--- config.mk ---
export PLATFORM = sky130hd
export DESIGN_NAME = deadline_sorted_timer_queue_core
export DESIGN_NICKNAME = d
export VERILOG_FILES = /design/src/dstq_pkg.sv /design/src/dstq_cell.sv /design/src/deadline_sorted_timer_queue_core.sv
export SDC_FILE = /design/constraint.sdc
export NUM_CORES = 2
export LEC_CHECK = 0
export ABC_AREA = 0
export BUFFER_PORTS_ARGS = -buffer_cell sky130_fd_sc_hd__buf_2
export CAP_MARGIN = 20
export CORE_MARGIN = 10
export CORE_UTILIZATION = 30
export DETAILED_ROUTE_END_ITERATION = 7
export GPL_ROUTABILITY_DRIVEN = 0
export PLACE_DENSITY = 0.46
export REMOVE_ABC_BUFFERS = 1
export SYNTH_ARGS = -nofsm -noshare
export SYNTH_HDL_FRONTEND = slang
export SYNTH_SLANG_ARGS = --single-unit
--- constraint.sdc ---
create_clock -name clk -period 27.2 [get_ports clk]
set_input_delay 2.72 -clock clk [delete_from_list [all_inputs] [get_ports clk]]
set_output_delay 2.72 -clock clk [all_outputs]
set_load 0.005 [all_outputs]
--- src/dstq_pkg.sv ---
// Shared types and constants for the deadline-sorted timer queue.
// No dependencies; used by dstq_cell and deadline_sorted_timer_queue_core.
package dstq_pkg;

    localparam int TABLE_DEPTH = 16;
    localparam int RESULT_CAP  = 16;
    localparam int COUNT_W     = $clog2(TABLE_DEPTH + 1);
    localparam int HITS_W      = $clog2(RESULT_CAP + 1);

    typedef enum logic [2:0] {
        OP_ADD        = 3'd0,
        OP_REMOVE_ONE = 3'd1,
        OP_REMOVE_ALL = 3'd2,
        OP_FIND_ONE   = 3'd3,
        OP_FIND_ALL   = 3'd4,
        OP_TICK       = 3'd5
    } op_t;

    typedef enum logic [1:0] {
        ST_OK   = 2'd0,
        ST_NONE = 2'd1,
        ST_FULL = 2'd2
    } status_t;

    typedef enum logic [2:0] {
        S_IDLE,
        S_INSERT,
        S_SCAN,
        S_POP,
        S_FINISH
    } state_t;

    typedef enum logic [1:0] {
        C_HOLD,
        C_INSERT,
        C_ROTATE,
        C_DROP
    } cell_cmd_t;

    typedef struct packed {
        logic [31:0] deadline;
        logic [15:0] ttype;
        logic [31:0] ident;
    } payload_t;

    typedef struct packed {
        logic     valid;
        payload_t data;
    } entry_t;

    typedef struct packed {
        cell_cmd_t cmd;
        payload_t  fresh;
    } cell_ctl_t;

endpackage

--- src/dstq_cell.sv ---
// One slot of the timer chain: holds an entry, inserts, rotates or shifts left.
// Depends on dstq_pkg.
module dstq_cell (
    input  logic                clk,
    input  logic                rst_n,
    input  dstq_pkg::cell_ctl_t ctl,
    input  dstq_pkg::entry_t    left_entry,
    input  logic                left_le,
    input  dstq_pkg::entry_t    right_entry,
    input  dstq_pkg::entry_t    head_entry,
    output dstq_pkg::entry_t    entry,
    output logic                le
);

    logic               valid_reg;
    logic               valid_next;
    dstq_pkg::payload_t data_reg;
    dstq_pkg::payload_t data_next;

    assign le          = valid_reg && (data_reg.deadline <= ctl.fresh.deadline);
    assign entry.valid = valid_reg;
    assign entry.data  = data_reg;

    always_comb
    begin
        valid_next = valid_reg;
        data_next  = data_reg;
        case (ctl.cmd)
            dstq_pkg::C_INSERT:
            begin
                if (!le)
                begin
                    if (left_le)
                    begin
                        valid_next = 1'b1;
                        data_next  = ctl.fresh;
                    end
                    else
                    begin
                        valid_next = left_entry.valid;
                        data_next  = left_entry.data;
                    end
                end
            end
            dstq_pkg::C_ROTATE:
            begin
                // last live slot wraps the head around
                if (valid_reg)
                begin
                    if (!right_entry.valid)
                    begin
                        data_next = head_entry.data;
                    end
                    else
                    begin
                        data_next = right_entry.data;
                    end
                end
            end
            dstq_pkg::C_DROP:
            begin
                valid_next = right_entry.valid;
                data_next  = right_entry.data;
            end
            default:
            begin
                valid_next = valid_reg;
                data_next  = data_reg;
            end
        endcase
    end

    always_ff @(posedge clk or negedge rst_n)
    begin
        if (!rst_n)
        begin
            valid_reg <= 1'b0;
        end
        else
        begin
            valid_reg <= valid_next;
        end
    end

    always_ff @(posedge clk)
    begin
        data_reg <= data_next;
    end

endmodule

--- src/deadline_sorted_timer_queue_core.sv ---
// Deadline-sorted timer queue: a chain of TABLE_DEPTH cells plus a sequencer.
// Add: an insert state, then the result register; busy in the insert state. Search ops rotate the chain once,
// visiting each live entry, then pass a finish state (remove_one/find_one/remove_all/find_all).
// Tick pops one expired head per cycle while hits are below RESULT_CAP, then passes a finish state.
// One item at a time; results come from a register, at most one per cycle, never stalled.
// Reset (async, active low) empties the table at once; no clearing pass.
module deadline_sorted_timer_queue_core (
    input  logic        clk,
    input  logic        rst_n,
    input  logic        start,
    output logic        busy,
    input  logic [2:0]  operation,
    input  logic [31:0] deadline,
    input  logic [15:0] timer_type,
    input  logic [31:0] timer_id,
    input  logic [31:0] now,
    output logic        result_valid,
    output logic [1:0]  status,
    output logic [15:0] out_type,
    output logic [31:0] out_id,
    output logic [31:0] out_deadline,
    output logic        last
);

    localparam int D = dstq_pkg::TABLE_DEPTH;

    dstq_pkg::state_t   state_reg;
    dstq_pkg::state_t   state_next;
    dstq_pkg::op_t      op_reg;
    dstq_pkg::payload_t fresh_reg;
    logic [31:0]        now_reg;
    logic [dstq_pkg::COUNT_W-1:0] count_reg;
    logic [dstq_pkg::COUNT_W-1:0] count_next;
    logic [dstq_pkg::COUNT_W-1:0] rem_reg;
    logic [dstq_pkg::COUNT_W-1:0] rem_next;
    logic [dstq_pkg::HITS_W-1:0]  hits_reg;
    logic [dstq_pkg::HITS_W-1:0]  hits_next;
    logic               pend_valid_reg;
    logic               pend_valid_next;
    dstq_pkg::payload_t pend_reg;
    dstq_pkg::payload_t pend_next;

    logic               result_valid_reg;
    logic               result_valid_next;
    dstq_pkg::status_t  status_reg;
    dstq_pkg::status_t  status_next;
    dstq_pkg::payload_t res_reg;
    dstq_pkg::payload_t res_next;
    logic               last_reg;
    logic               last_next;

    dstq_pkg::cell_ctl_t ctl;
    dstq_pkg::entry_t    chain [D];
    logic                le_chain [D];
    dstq_pkg::entry_t    head;

    logic accept;
    logic head_match;
    logic head_due;
    logic full;
    logic cap_left;
    logic take;
    logic emit_pend;
    logic count_inc;
    logic count_dec;
    logic hit_inc;
    logic rem_dec;

    assign head       = chain[0];
    assign busy       = (state_reg != dstq_pkg::S_IDLE);
    assign accept     = start && !busy;
    assign head_match = head.valid && (head.data.ttype == fresh_reg.ttype)
                        && (head.data.ident == fresh_reg.ident);
    assign head_due   = head.valid && (head.data.deadline <= now_reg);
    assign full       = (count_reg == dstq_pkg::COUNT_W'(D));
    assign cap_left   = (hits_reg < dstq_pkg::HITS_W'(dstq_pkg::RESULT_CAP));

    for (genvar g = 0; g < D; g++)
    begin : g_cell
        dstq_pkg::entry_t left_e;
        dstq_pkg::entry_t right_e;
        logic             left_l;

        if (g == 0)
        begin : g_first
            assign left_e = '0;
            assign left_l = 1'b1;
        end
        else
        begin : g_inner
            assign left_e = chain[g-1];
            assign left_l = le_chain[g-1];
        end

        if (g == D - 1)
        begin : g_tail
            assign right_e = '0;
        end
        else
        begin : g_body
            assign right_e = chain[g+1];
        end

        dstq_cell u_cell (
            .clk         (clk),
            .rst_n       (rst_n),
            .ctl         (ctl),
            .left_entry  (left_e),
            .left_le     (left_l),
            .right_entry (right_e),
            .head_entry  (head),
            .entry       (chain[g]),
            .le          (le_chain[g])
        );
    end

    always_comb
    begin
        state_next = state_reg;
        case (state_reg)
            dstq_pkg::S_IDLE:
            begin
                if (start)
                begin
                    case (dstq_pkg::op_t'(operation))
                        dstq_pkg::OP_ADD:        state_next = dstq_pkg::S_INSERT;
                        dstq_pkg::OP_REMOVE_ONE: state_next = dstq_pkg::S_SCAN;
                        dstq_pkg::OP_REMOVE_ALL: state_next = dstq_pkg::S_SCAN;
                        dstq_pkg::OP_FIND_ONE:   state_next = dstq_pkg::S_SCAN;
                        dstq_pkg::OP_FIND_ALL:   state_next = dstq_pkg::S_SCAN;
                        dstq_pkg::OP_TICK:       state_next = dstq_pkg::S_POP;
                        default:                 state_next = dstq_pkg::S_FINISH;
                    endcase
                end
            end
            dstq_pkg::S_INSERT: state_next = dstq_pkg::S_IDLE;
            dstq_pkg::S_SCAN:
            begin
                if (rem_reg == '0)
                begin
                    state_next = dstq_pkg::S_FINISH;
                end
            end
            dstq_pkg::S_POP:
            begin
                if (!(head_due && cap_left))
                begin
                    state_next = dstq_pkg::S_FINISH;
                end
            end
            dstq_pkg::S_FINISH: state_next = dstq_pkg::S_IDLE;
            default:            state_next = dstq_pkg::S_IDLE;
        endcase
    end

    always_comb
    begin
        ctl.cmd           = dstq_pkg::C_HOLD;
        ctl.fresh         = fresh_reg;
        take              = 1'b0;
        emit_pend         = 1'b0;
        count_inc         = 1'b0;
        count_dec         = 1'b0;
        hit_inc           = 1'b0;
        rem_dec           = 1'b0;
        result_valid_next = 1'b0;
        status_next       = dstq_pkg::ST_NONE;
        res_next          = '0;
        last_next         = 1'b0;
        case (state_reg)
            dstq_pkg::S_INSERT:
            begin
                result_valid_next = 1'b1;
                last_next         = 1'b1;
                if (full)
                begin
                    status_next = dstq_pkg::ST_FULL;
                end
                else
                begin
                    ctl.cmd     = dstq_pkg::C_INSERT;
                    count_inc   = 1'b1;
                    status_next = dstq_pkg::ST_OK;
                    res_next    = fresh_reg;
                end
            end
            dstq_pkg::S_SCAN:
            begin
                if (rem_reg != '0)
                begin
                    rem_dec = 1'b1;
                    ctl.cmd = dstq_pkg::C_ROTATE;
                    case (op_reg)
                        dstq_pkg::OP_REMOVE_ONE:
                        begin
                            if (head_match && hits_reg == '0)
                            begin
                                ctl.cmd   = dstq_pkg::C_DROP;
                                take      = 1'b1;
                                hit_inc   = 1'b1;
                                count_dec = 1'b1;
                            end
                        end
                        dstq_pkg::OP_FIND_ONE:
                        begin
                            if (head_match && hits_reg == '0)
                            begin
                                take    = 1'b1;
                                hit_inc = 1'b1;
                            end
                        end
                        dstq_pkg::OP_REMOVE_ALL:
                        begin
                            if (head_match)
                            begin
                                ctl.cmd   = dstq_pkg::C_DROP;
                                hit_inc   = cap_left;
                                count_dec = 1'b1;
                            end
                        end
                        dstq_pkg::OP_FIND_ALL:
                        begin
                            if (head_match && cap_left)
                            begin
                                take      = 1'b1;
                                hit_inc   = 1'b1;
                                emit_pend = pend_valid_reg;
                            end
                        end
                        default:
                        begin
                            ctl.cmd = dstq_pkg::C_ROTATE;
                        end
                    endcase
                end
            end
            dstq_pkg::S_POP:
            begin
                if (head_due && cap_left)
                begin
                    ctl.cmd   = dstq_pkg::C_DROP;
                    take      = 1'b1;
                    hit_inc   = 1'b1;
                    count_dec = 1'b1;
                    emit_pend = pend_valid_reg;
                end
            end
            dstq_pkg::S_FINISH:
            begin
                result_valid_next = 1'b1;
                last_next         = 1'b1;
                if (op_reg == dstq_pkg::OP_REMOVE_ALL)
                begin
                    status_next = (hits_reg != '0) ? dstq_pkg::ST_OK : dstq_pkg::ST_NONE;
                end
                else if (pend_valid_reg)
                begin
                    status_next = dstq_pkg::ST_OK;
                    res_next    = pend_reg;
                end
            end
            default:
            begin
                ctl.cmd = dstq_pkg::C_HOLD;
            end
        endcase
        if (emit_pend)
        begin
            result_valid_next = 1'b1;
            status_next       = dstq_pkg::ST_OK;
            res_next          = pend_reg;
            last_next         = 1'b0;
        end
    end

    always_comb
    begin
        count_next      = count_reg;
        rem_next        = rem_reg;
        hits_next       = hits_reg;
        pend_valid_next = pend_valid_reg;
        pend_next       = pend_reg;
        if (accept)
        begin
            rem_next        = count_reg;
            hits_next       = '0;
            pend_valid_next = 1'b0;
        end
        else
        begin
            if (rem_dec)
            begin
                rem_next = rem_reg - 1'b1;
            end
            if (hit_inc)
            begin
                hits_next = hits_reg + 1'b1;
            end
            if (take)
            begin
                pend_valid_next = 1'b1;
                pend_next       = head.data;
            end
            if (count_inc)
            begin
                count_next = count_reg + 1'b1;
            end
            else if (count_dec)
            begin
                count_next = count_reg - 1'b1;
            end
        end
    end

    always_ff @(posedge clk or negedge rst_n)
    begin
        if (!rst_n)
        begin
            state_reg        <= dstq_pkg::S_IDLE;
            count_reg        <= '0;
            rem_reg          <= '0;
            hits_reg         <= '0;
            pend_valid_reg   <= 1'b0;
            result_valid_reg <= 1'b0;
        end
        else
        begin
            state_reg        <= state_next;
            count_reg        <= count_next;
            rem_reg          <= rem_next;
            hits_reg         <= hits_next;
            pend_valid_reg   <= pend_valid_next;
            result_valid_reg <= result_valid_next;
        end
    end

    always_ff @(posedge clk)
    begin
        if (accept)
        begin
            op_reg            <= dstq_pkg::op_t'(operation);
            fresh_reg.deadline <= deadline;
            fresh_reg.ttype    <= timer_type;
            fresh_reg.ident    <= timer_id;
            now_reg           <= now;
        end
        pend_reg   <= pend_next;
        status_reg <= status_next;
        res_reg    <= res_next;
        last_reg   <= last_next;
    end

    assign result_valid = result_valid_reg;
    assign status       = status_reg;
    assign out_type     = res_reg.ttype;
    assign out_id       = res_reg.ident;
    assign out_deadline = res_reg.deadline;
    assign last         = last_reg;

endmodule
==> tab_implementation.tex <==
\begin{tabular}{lr}
\hline
Metric & Value \\
\hline
\multicolumn{2}{l}{\textbf{Floorplanning}} \\
\quad DIE WIDTH & 574 um \\
\quad Area of the placeable core & 306,000 um\^{}2 \\
\quad Number of standard-cell rows in the floorplan & 203 \\
\quad Die height & roughly 570 um \\
\quad Total die area & 330,000 um\^{}2 \\
\quad Ports placed on the boundary & 203 \\
\quad Effective utilization at floorplan & 0.302 \\
\multicolumn{2}{l}{\textbf{STA}} \\
\quad Min Hold Slack & between 400 and 500 ps \\
\quad Number of max-slew violations in the final report & 0 \\
\quad Fmax & 141 MHz \\
\quad Worst clock skew & 83.4 ps \\
\quad Number of setup violations in the final report & 0 \\
\quad Final critical-path share of the clock period & 0.261 \\
\quad Slew margin rel. & 0.144 \\
\quad Slew @ Worst Pin & 1280 ps \\
\quad Period minus WS final & 7090 ps \\
\quad Final count of hold timing violations & 0 \\
\quad Post-route setup TNS & 0 ps \\
\quad RSZ-0062 raised after global routing & no \\
\multicolumn{2}{l}{\textbf{Cells and area}} \\
\quad Synthesis-to-layout area growth & 12.6\% \\
\quad Share of cells above drive strength 1 & 0.108 \\
\quad Leading cell type in the layout, fill and taps excluded & edfxtp\_1 \\
\quad Number of flip-flops in the largest register & about 1.3k \\
\quad Filler instances & 30.5k \\
\quad Final net count & about 8.4k \\
\quad Most frequent cells in the layout & edfxtp\_1, o21ai\_0, mux2i\_1, a22oi\_1, ha\_1 \\
\multicolumn{2}{l}{\textbf{Logic synthesis}} \\
\quad Part of the Yosys area used for sequential elements & 0.508 \\
\quad Area share of the largest cell type after synthesis & 0.480 \\
\quad Share of synthesized registers carrying an async set or reset & 0.0226 \\
\quad EDFF count, synth & 1,475 \\
\quad Cell types occupying the most area after synthesis & edfxtp\_1, mux2i\_1, a22oi\_1 \\
\quad Main synth FF type & edfxtp\_1 \\
\quad Combined area of all synthesized cells & $\sim$92,000 um\^{}2 \\
\quad Post-Syn Area per Cell & 11.6 um\^{}2 \\
\quad Number of warning messages in the yosys log & 0 \\
\quad Number of synthesized register bits & 1,594 \\
\quad Most area-hungry cell type in the Yosys netlist & edfxtp\_1 \\
\quad Post-synthesis instance total & around 8.0k \\
\quad Count of unique library cells instantiated by Yosys & between 70 and 80 \\
\multicolumn{2}{l}{\textbf{Clock tree}} \\
\quad Deepest level of the CTS H-tree & 4 \\
\quad Number of sinks driven by the clock tree & 1,594 \\
\quad Clock transition at the registers of the reported paths & 60 ps \\
\quad Insertion delay of the later-clocked pin in the worst-skew pair & 930 ps \\
\quad Total of cells resized after clock tree synthesis & 0 \\
\quad TritonCTS clock tree & yes \\
\quad Number of buffers inserted during clock tree synthesis & 200 \\
\quad Count of hold buffers inserted by post-cts repair & 0 \\
\quad Maximum clock path buffer count & 4 \\
\quad Number of setup buffers added after CTS & 0 \\
\quad Root Driver & clkbuf\_16 \\
\multicolumn{2}{l}{\textbf{GRT}} \\
\quad Met2 track demand over resource & 0.367 \\
\quad Wire length of the first global-routing pass & 577,000 um \\
\quad GR met3 Demand/Resource & 0.0450 \\
\quad Global routing's busiest layer & met2 \\
\quad Vias in the first global route & 72.7k \\
\quad Remaining Overflow, GRT & 0 \\
\quad Maximum number of pins on one net before global-route repair & 239 \\
\quad Initial antenna violation count & 25 \\
\quad Overall global routing resource usage & 0.238 \\
\quad GR met1 Demand/Resource & 0.327 \\
\multicolumn{2}{l}{\textbf{Outcome}} \\
\quad Run status & finished, final reports clean \\
\multicolumn{2}{l}{\textbf{Min path}} \\
\quad Hold Path Origin & pend\_reg[55] \\
\quad HP Class & reg -> reg \\
\multicolumn{2}{l}{\textbf{Placement}} \\
\quad Detail Placement HPWL & 250,000 um \\
\quad Port bufs & 202 \\
\multicolumn{2}{l}{\textbf{Run}} \\
\quad Number of maximum-capacitance constraint violations & 0 \\
\multicolumn{2}{l}{\textbf{Detailed routing}} \\
\quad Post-detailed-route wirelength per cell & 34.5 um \\
\quad Final ANT Viol Nets & 0 \\
\quad Iteration count of the initial detailed-routing pass & 8 \\
\quad Vias per cell & 6.17 \\
\quad First-iteration detailed-routing DRC count & 10.3k \\
\quad Final Routed Wirelength & 416,000 um \\
\quad Residual DRC & 0 \\
\quad Vias & 74.3k \\
\multicolumn{2}{l}{\textbf{Power and ir drop}} \\
\quad Pwr/cell area & 122 nW/um\^{}2 \\
\quad Worst vdd rail ir drop & 0.000123 V \\
\quad Total power after layout & between 0.01 and 0.015 W \\
\quad Leakage power & 33.3 nW \\
\multicolumn{2}{l}{\textbf{Setup path}} \\
\quad Max FO, Critical Path & 38 \\
\quad Launch instance of the worst register-to-register path & ctl[6] \\
\quad Worst Setup Path Type & reg -> reg \\
\quad Crit path cell chain & xnor2\_1 -> o2111ai\_1 -> nor4\_1 -> nand4\_1 -> o21ai\_4 -> buf\_4 -> a21o\_4 -> nor2\_1 -> a21oi\_4 -> buf\_4 -> buf\_4 \\
\quad Required time worst endpoint & $\sim$28,000 ps \\
\quad Kind of end point of the critical path & flop \\
\quad Gate family responsible for the most delay along the worst path & buffers and inverters \\
\quad Cell type of the slowest stage on the worst timing path & buf\_4 \\
\quad Delay of the slowest critical-path stage & 850 ps \\
\quad Cell seen most often among critical-path stages & buf\_4 \\
\quad Category of the worst setup path launch point & flop \\
\quad Arrival time of the worst setup path & 7590 ps \\
\quad Setup crit start & ctl[6] \\
\quad Buffering stage count on the worst path with inverters included & 3 \\
\hline
\end{tabular}
Yosys cell counts (all sizes together) (98+ instances only):
| library cell | n |
|---|---|
| edfxtp | 1475 |
| o21ai | 1253 |
| mux2i | 1122 |
| a22oi | 1055 |
| clkbuf | 663 |
| ha | 550 |
| nand2 | 242 |
| a21oi | 200 |
| buf | 182 |
| inv | 107 |
| nor2b | 98 |
worst reg2reg max path, cell delays in order (launching register included):
cell       delay [ps]
edfxtp_1          660
xnor2_1           840
o2111ai_1         410
nor4_1            410
nand4_1           390
o21ai_4           150
buf_4             430
a21o_4            550
nor2_1            380
a21oi_4           750
buf_4             770
buf_4             920
layer usage:
layer | wire length (um) | up-vias
met2 | 183000 | 4404
li1 | - | 31000
met5 | 28 | -
met4 | 20100 | 4
met1 | 175000 | 38100
met3 | 38100 | 919
final cells by class:
class | instances | area (um^2) | share of cell area
antenna | 6 | 15.0 | 0.000145
clock buffer | 293 | 5620 | 0.0541
clock inverter | 78 | 713 | 0.00687
inverter | 107 | 409 | 0.00394
multi-input combinational | 5426 | 42100 | 0.405
sequential | 1594 | 46900 | 0.451
tap | 4100 | 5130 | 0.0494
timing repair buffer | 450 | 3000 | 0.0289
through the flow:
step,area [um^2],cells,setup slack [ps],utilization
after global routing,104000,12100,20090,0.340
after global placement,97400,11700,20210,0.318
after CTS,104000,12000,20190,0.339
final,104000,12100,20110,0.340
after floorplan,88700,7127,2380,-
after detailed placement,97500,11700,20190,0.319
logic make-up (layout without fill, tap and decap cells):
logic type,Yosys count,in the layout,synth area share
mux,1172,1172,0.128
simple gates,760,760,0.0419
fa+ha+maj,551,551,0.0749
other cells,0,6,0
compound gates,2887,2887,0.200
xor+xnor,56,56,0.00532
buf+inv,952,928,0.0419
flops,1594,1594,0.508
worst paths after layout:
check | endpoint | slack (ps) | cells after the start
min in group asynchronous | result_valid | 1890 | 2
min reg2reg | out_deadline[7] | 450 | 1
max in group asynchronous | g_cell[3].u_cell.valid_reg | 24810 | 2
max reg2reg | g_cell[13].u_cell.entry[74] | 20110 | 11
max | g_cell[13].u_cell.entry[74] | 20110 | 11
min | out_deadline[7] | 450 | 1
power by group:
part	leakage, nW	switching (W)	internal, W
combinational	15.5	0.00360	0.00159
sequential	14.7	0.000767	0.00403
clock	3.09	0.00116	0.00152
total	33.3	0.00552	0.00714
No activity file was read; power rests on OpenSTA's default activity.
